### config.mk
export PLATFORM = sky130hd
export DESIGN_NAME = qte_isqrt
export DESIGN_NICKNAME = d
export VERILOG_FILES = /design/src/hdl/qte_pkg.sv /design/src/hdl/qte_isqrt.sv
export SDC_FILE = /design/constraint.sdc
export NUM_CORES = 2
export LEC_CHECK = 0
export BUFFER_PORTS_ARGS = -buffer_cell sky130_fd_sc_hd__buf_2
export CAP_MARGIN = 20
export CORE_ASPECT_RATIO = 1.2
export CORE_UTILIZATION = 30
export CTS_CLUSTER_DIAMETER = 30
export DETAILED_ROUTE_END_ITERATION = 8
export GPL_TIMING_DRIVEN = 0
export SYNTH_ARGS = -nofsm -noshare
export SYNTH_HDL_FRONTEND = slang
export SYNTH_SLANG_ARGS = --single-unit
export TNS_END_PERCENT = 30
### constraint.sdc
create_clock -name clock -period 3.7 [get_ports clock]
set_input_delay 0.74 -clock clock [delete_from_list [all_inputs] [get_ports clock]]
set_output_delay 0.74 -clock clock [all_outputs]
set_load 0.005 [all_outputs]
### src/hdl/qte_pkg.sv
// Shared types, constants and helper functions for the quaternion to Euler angle unit.
`timescale 1ns / 1ps

package qte_pkg;

   typedef enum logic [1:0] {
      STATUS_OK        = 2'd0,
      STATUS_READ_FAIL = 2'd1,
      STATUS_NO_QUAT   = 2'd2
   } status_type;

   typedef struct packed {
      logic               read_ok;
      logic               has_quat;
      logic signed [31:0] quat_w;
      logic signed [31:0] quat_x;
      logic signed [31:0] quat_y;
      logic signed [31:0] quat_z;
   } qte_req_type;

   typedef struct packed {
      logic signed [14:0] pitch_angle;
      logic signed [15:0] roll_angle;
      logic signed [15:0] yaw_angle;
      status_type         status;
   } qte_rsp_type;

   // vector width into the atan2 pipes, and internal CORDIC width (gain headroom)
   localparam int VEC_W    = 36;
   localparam int CORDIC_W = 40;

   // square root: 61-bit radicand, one result bit per stage
   localparam int SQRT_W      = 61;
   localparam int SQRT_STAGES = 31;
   localparam int ROOT_W      = 31;

   localparam logic signed [35:0] ONE_Q30 = 36'sd1073741824;
   localparam logic signed [35:0] PI_Q30  = 36'sd3373259426;
   localparam logic [SQRT_W-1:0]  ONE_SQ  = SQRT_W'(1) << 60;

   // radians (Q30) to 1/128 degree: round(m * 36672 / (5 * 2^30))
   localparam logic [15:0] DEG_NUM  = 16'd36672;
   localparam logic [31:0] HALF_DEN = 32'd2684354560;
   localparam logic [21:0] RECIP5   = 22'd3355444;   // ceil(2^24 / 5)

   localparam int PITCH_LIM = 11521;
   localparam int TURN_LIM  = 23042;

   localparam logic signed [35:0] ATAN_HEAD [10] = '{
      36'sd843314856, 36'sd497837829, 36'sd263043836, 36'sd133525158,
      36'sd67021686,  36'sd33543515,  36'sd16775850,  36'sd8388437,
      36'sd4194282,   36'sd2097149
   };

   function automatic logic signed [35:0] atan_step(input int i);
      logic signed [35:0] r;
      if (i < 10) begin
         r = ATAN_HEAD[i[3:0]];
      end else if (i < 30) begin
         r = (36'sd1 <<< (30 - i)) - 36'sd1;
      end else begin
         r = '0;
      end
      return r;
   endfunction

   // 2*a*b in Q30 from the exact Q60 product, floor rounding
   function automatic logic signed [34:0] twice_prod(input logic signed [63:0] p);
      logic signed [63:0] s;
      s = p >>> 29;
      return s[34:0];
   endfunction

endpackage

### src/hdl/qte_isqrt.sv
// Pipelined integer square root, one result bit per register stage.
`timescale 1ns / 1ps

module qte_isqrt (
   input  logic                      clock,
   input  logic                      reset,
   input  logic                      in_valid,
   input  logic [qte_pkg::SQRT_W-1:0] in_value,
   output logic                      out_valid,
   output logic [qte_pkg::ROOT_W-1:0] out_root
);
   import qte_pkg::*;

   logic [SQRT_W-1:0] rem_w [0:SQRT_STAGES];
   logic [SQRT_W:0]   res_w [0:SQRT_STAGES];
   logic              val_w [0:SQRT_STAGES];

   logic [SQRT_W-1:0] rem_ff [0:SQRT_STAGES-1];
   logic [SQRT_W:0]   res_ff [0:SQRT_STAGES-1];
   logic              val_ff [0:SQRT_STAGES-1];

   assign rem_w[0] = in_value;
   assign res_w[0] = '0;
   assign val_w[0] = in_valid;

   for (genvar k = 0; k < SQRT_STAGES; k++) begin : g_stage
      localparam logic [SQRT_W:0] BIT = (SQRT_W+1)'(1) << (60 - 2 * k);
      logic [SQRT_W:0]   trial;
      logic [SQRT_W-1:0] rem_in;
      logic [SQRT_W:0]   res_in;

      always_comb begin
         trial = res_w[k] + BIT;
         if ({1'b0, rem_w[k]} >= trial) begin
            rem_in = rem_w[k] - trial[SQRT_W-1:0];
            res_in = (res_w[k] >> 1) + BIT;
         end else begin
            rem_in = rem_w[k];
            res_in = res_w[k] >> 1;
         end
      end

      always_ff @(posedge clock) begin
         if (reset) begin
            val_ff[k] <= 1'b0;
         end else begin
            val_ff[k] <= val_w[k];
         end
         rem_ff[k] <= rem_in;
         res_ff[k] <= res_in;
      end

      assign rem_w[k+1] = rem_ff[k];
      assign res_w[k+1] = res_ff[k];
      assign val_w[k+1] = val_ff[k];
   end

   assign out_valid = val_w[SQRT_STAGES];
   assign out_root  = res_w[SQRT_STAGES][ROOT_W-1:0];

endmodule

After elaboration in Yosys (flattened, before gate mapping):

Memory sizes are Yosys's and may differ from the RTL's.
Index checks and enable logic that the tools add are counted.

* word-level logic and storage cells: 252
* memory bits (writable): 3844
* input port bits: 64
* flip-flop bits (word level): 0
* output and inout bits: 32
* memories: 3

* bitwise logic cells: 31
* add/subtract/negate cells: 91
* magnitude comparators: 31
* multiplexer cells: 96

Memory list
* res_ff: depth 31, bits a word 62, rd ports 31, clocked after Yosys merged registers in 0, write ports 31, RTL line qte_isqrt.sv:19 `logic [SQRT_W:0] res_ff [0:SQRT_STAGES-1];`
* rem_ff: depth 31, bits a word 61, rd ports 30, clocked after Yosys merged registers in 0, write ports 31, RTL line qte_isqrt.sv:18 `logic [SQRT_W-1:0] rem_ff [0:SQRT_STAGES-1];`
* val_ff: depth 31, bits a word 1, rd ports 31, clocked after Yosys merged registers in 0, write ports 31, RTL line qte_isqrt.sv:20 `logic val_ff [0:SQRT_STAGES-1];`

Operator list (count)
* two-way mux 61 bit: 32
* >= comparator 61 x 62 -> 1 bit: 30
* two-way mux 62 bit: 30
* subtractor 61 bit: 30
* adder 61 x 1 -> 62 bit (second input constant): 1
* adder 61 x 11 -> 62 bit (second input constant): 1
* adder 61 x 13 -> 62 bit (second input constant): 1
* adder 61 x 15 -> 62 bit (second input constant): 1
* adder 61 x 17 -> 62 bit (second input constant): 1
* adder 61 x 19 -> 62 bit (second input constant): 1
* adder 61 x 21 -> 62 bit (second input constant): 1
* adder 61 x 23 -> 62 bit (second input constant): 1
* adder 61 x 25 -> 62 bit (second input constant): 1
* adder 61 x 27 -> 62 bit (second input constant): 1
* adder 61 x 29 -> 62 bit (second input constant): 1
* adder 61 x 3 -> 62 bit (second input constant): 1
* adder 61 x 31 -> 62 bit (second input constant): 1
* adder 61 x 33 -> 62 bit (second input constant): 1
* adder 61 x 35 -> 62 bit (second input constant): 1
* adder 61 x 37 -> 62 bit (second input constant): 1
* adder 61 x 39 -> 62 bit (second input constant): 1
* adder 61 x 41 -> 62 bit (second input constant): 1
* adder 61 x 43 -> 62 bit (second input constant): 1
* adder 61 x 45 -> 62 bit (second input constant): 1
* other kinds (44): 107

Depth between registers and ports, before layout:

An unclocked memory read counts as a cell.

* depth after elaboration: 4
* depth in mapped cells: 16
* gate-level depth less buffers: 13

Worst setup path after synthesis:

No wires, ideal clock.

* path type: register to register
* start: mem res_ff[1][523] (netlist bit)
* end: mem rem_ff[25][58], in the netlist rem_ff[1][607]
* path slack: 0.260 ns
* cell stages (with the launch flop): 17
* arrival: 3.322 ns
* library setup time: 0.118 ns
* path buffers: 3
* data required time: 3.582 ns
* clock period less this slack: 3.440 ns
* cells stage by stage: dfxtp_1 > inv_1 > ha_1 > clkbuf_1 > nand3_1 > or3b_2 > nor4_1 > a211o_1 > nor2_1 > and3_1 > clkbuf_1 > inv_2 > and2_0 > clkbuf_1 > nand3_1 > or3_1 > xnor2_1

RTL lines (RTL line)
* from (decl): qte_isqrt.sv:19
* to (decl): qte_isqrt.sv:18

==> metrics.txt <==
outcome finished, final reports clean; Fill cells approximately 29,000; Critical Path AT around 4.4 ns; sinks on the clock net ~2,400; Post-synth EDFFs 0; DPL Wire Length 174.6 mm; RSZ-0062 raised after global routing true; FFs w/ async S/R, synth 0%; initial core utilization roughly 30%; Tot GR Track Use 14.82%; Antenna Nets Post-Route 0; pwr dens around 850 nW/um^2; Max Slew Vio Count 0; final hold vios 0; Synth Register Bits 2,357; CORE AREA between 200,000 and 300,000 sq um; Placement Rows 217; CTS tree built; synth warn 0; vias in the first global route ~66,000; layout cells sized above 1 about an eighth; vias roughly 62,000; Syn Area/Cell roughly 10 sq um; total grt overflow 0; cells along the critical path inv_1, ha_4, nand2_1, or4_4, nor4_4, nand4_1, nand4b_1, buf_4, nand4b_1, or3_4, nor4_4, xor2_1; Total Neg Setup Slack 0 ns; critical path depth 12; met3 wire len roughly 7.3 mm; pin count of the biggest net entering global routing 23; first-pass GRT wire length 345.3 mm; min cycle time layout around 3.7 ns; period utilization roughly 100%; hold depth 2; reg2reg path depth 12; clk root buf clkbuf_16; Synth Instances around 8,800; 1st-pass router iterations 7; Crit path max-delay family simple AND/OR/NAND/NOR gates; distinct cell type count of the synthesized netlist 92; Min-Delay Path Class in2reg; Final Wtd Congestion between 0.9 and 1; Total Wirelength 224.1 mm; Area Overhead vs Synth 24.44%; Clock H-tree levels 5; Mapped Nets around 9,400; Worst EP required between 4 and 5 ns; drt drc 0; Max Cap Viol 0; # setup viols final 0; NumNets Final 9,944; die outline height just under 600 um; Avg Vias per Cell around 4.6; drt wl/cell between 15 and 20 um; Crit Path Class reg2reg; CP startpoint kind register; Clock Skews 0.1418 ns; worst slew pin tran 1.075 ns; First DRT Iteration DRCs about 2,000; Clk Latency, worst-skew pair a little over 0.9 ns; die width between 400 and 500 um; critical path buffer and inverter count 2; Max transition margin between 20 and 30%; die area about 300,000 sq um; Synth Cell Area 87,940 sq um; met1 wire length slightly above 70 mm; Critical Path Sink Type register; sequential share of the synthesized area 53.65%; I/O pins between 90 and 100; Max rail drop VDD between 0.6 and 0.7 mV; uppermost routed layer met4; Max stage delay on crit path just under 0.6 ns; final core occ between 30% and 40%; initial antenna violation count 2; met2 WL between 100 and 150 mm; Clock Path Buffers 4; top_reg_cell synth dfxtp_1; Leak Pwr 48.62 nW; critical-path maximum fanout 7; Fmax ~270 MHz; I/O Buffers between 90 and 100; CP max stage cell or4_4; Num CTS Buffers roughly 380; Reg clk slew, reported paths 0.05 ns
## cell type report
type                    count  area (sq um)  share of cell area, %
inverters                 646          2452                  2.241
repair buffers            202          1408                  1.286
diodes                      2         5.005               0.004573
clock inverters           214          3161                  2.888
multi-input cells        5619         39180                  35.80
well taps                3832          4795                  4.381
plain buffers             146         710.7                 0.6494
clock buffers             478         10540                  9.629
flip-flops and latches   2357         47190                  43.12
## synthesized netlist by cell type, types with 65 or more instances
library cell	number	share of area [%]
o21a_1	83	0.71
nand2_1	638	2.7
clkbuf_1	128	0.55
ha_1	523	7.4
nor2b_1	112	0.80
nor3_1	209	1.2
xnor2_1	428	4.3
a21o_1	203	1.7
o21ai_0	449	2.6
nand4_1	134	0.95
dfxtp_1	2357	54
inv_1	641	2.7
nor2_1	533	2.3
nand2b_1	110	0.78
mux2_2	65	0.83
or3_1	95	0.68
nor4_1	304	2.2
a21oi_1	510	2.9
nand3_1	140	0.80
xor2_1	363	3.6
## flip-flops by register name, summed over array words and instances (netlist names)
name / flops
rem_ff: 1830
res_ff: 496
val_ff: 31
## path summary, 6_finish.rpt
kind	startpoint	end	slack (ns)
setup / recovery	res_ff[1][704]	rem_ff[1][784]	0.0005
hold / removal	reset	val_ff[0][15]	0.12
setup reg to reg	res_ff[1][704]	rem_ff[1][784]	0.0005
hold reg to reg	res_ff[1][762]	res_ff[1][823]	0.28
## cells by family after synthesis
family	share of synthesized area, %
XOR/XNOR	7.878
AND/OR/NAND/NOR	15.32
buffers and inverters	3.473
flip-flops	53.65
AO/OA/AOI/OAI	11.23
adder cells (fa/ha/maj)	7.464
other	0.004264
multiplexers	0.9746
## worst register-to-register path: stages (launching register included)
cell and delay [ns]:
dfxtp_2 0.33, inv_1 0.06, ha_4 0.29, nand2_1 0.07, or4_4 0.58, nor4_4 0.42
nand4_1 0.36, nand4b_1 0.30, buf_4 0.15, nand4b_1 0.18, or3_4 0.50, nor4_4 0.24
xor2_1 0.16
## layer usage
metal | vias to the layer above | GRT usage (%)
met5 | - | 0
met4 | 0 | 9.940
met3 | 644 | 2.494
met2 | 1111 | 31.78
met1 | 28600 | 11.47
li1 | 31800 | -
## where the power goes
part	switching (W)	total (W)	internal (W)
clock network	0.0125	0.0369	0.0244
logic	0.0117	0.0209	0.00920
registers	0.00439	0.0356	0.0312
total	0.0286	0.0933	0.0647
## placed cells by master, fill, tap and decap left out, types with 44 or more instances in the layout
cell	count
a21o_1	203
or4_1	51
o21ai_0	437
nand3_1	128
nor4_1	258
nand2b_1	110
clkbuf_1	117
a21oi_1	499
ha_1	502
or3_1	88
inv_1	641
clkbuf_16	388
dlygate4sd3_1	61
nor2_1	528
clkbuf_8	49
buf_4	46
nor3_1	186
nor4b_1	45
nand4_1	134
xor2_1	363
nand2_1	633
o21bai_1	44
nor2b_1	108
o21a_1	83
dfxtp_1	2351
bufinv_16	58
mux2_2	65
buf_2	118
xnor2_1	428
## repair_timing
| item | 4_1_cts | 5_1_grt |
|---|---|---|
| setup buffers | 18 | 15 |
| hold buffers | 61 | 0 |
| endpoints found under the hold margin | 61 | 0 |
| pin swaps | 25 | 33 |
| gates resized for setup | 203 | 172 |
| endpoints found under the setup margin | 610 | 319 |
## metrics by stage
stage                     instance area (sq um)  cells  power [W]  setup slack [ns]  hold WS [ns]
after global placement                    93210  12710    0.05590            -1.825        0.3288
after floorplan                           87940   8780    0.04993            0.2601        0.3224
after global routing                     109400  13500    0.09832           -0.1140       0.09649
after detailed placement                  93330  12720    0.05599            -1.618        0.3308
final                                    109400  13500    0.09332         0.0005045        0.1214
after CTS                                108500  13480    0.09352           -0.1174       0.04612
Power figures use the tool's default switching activity.
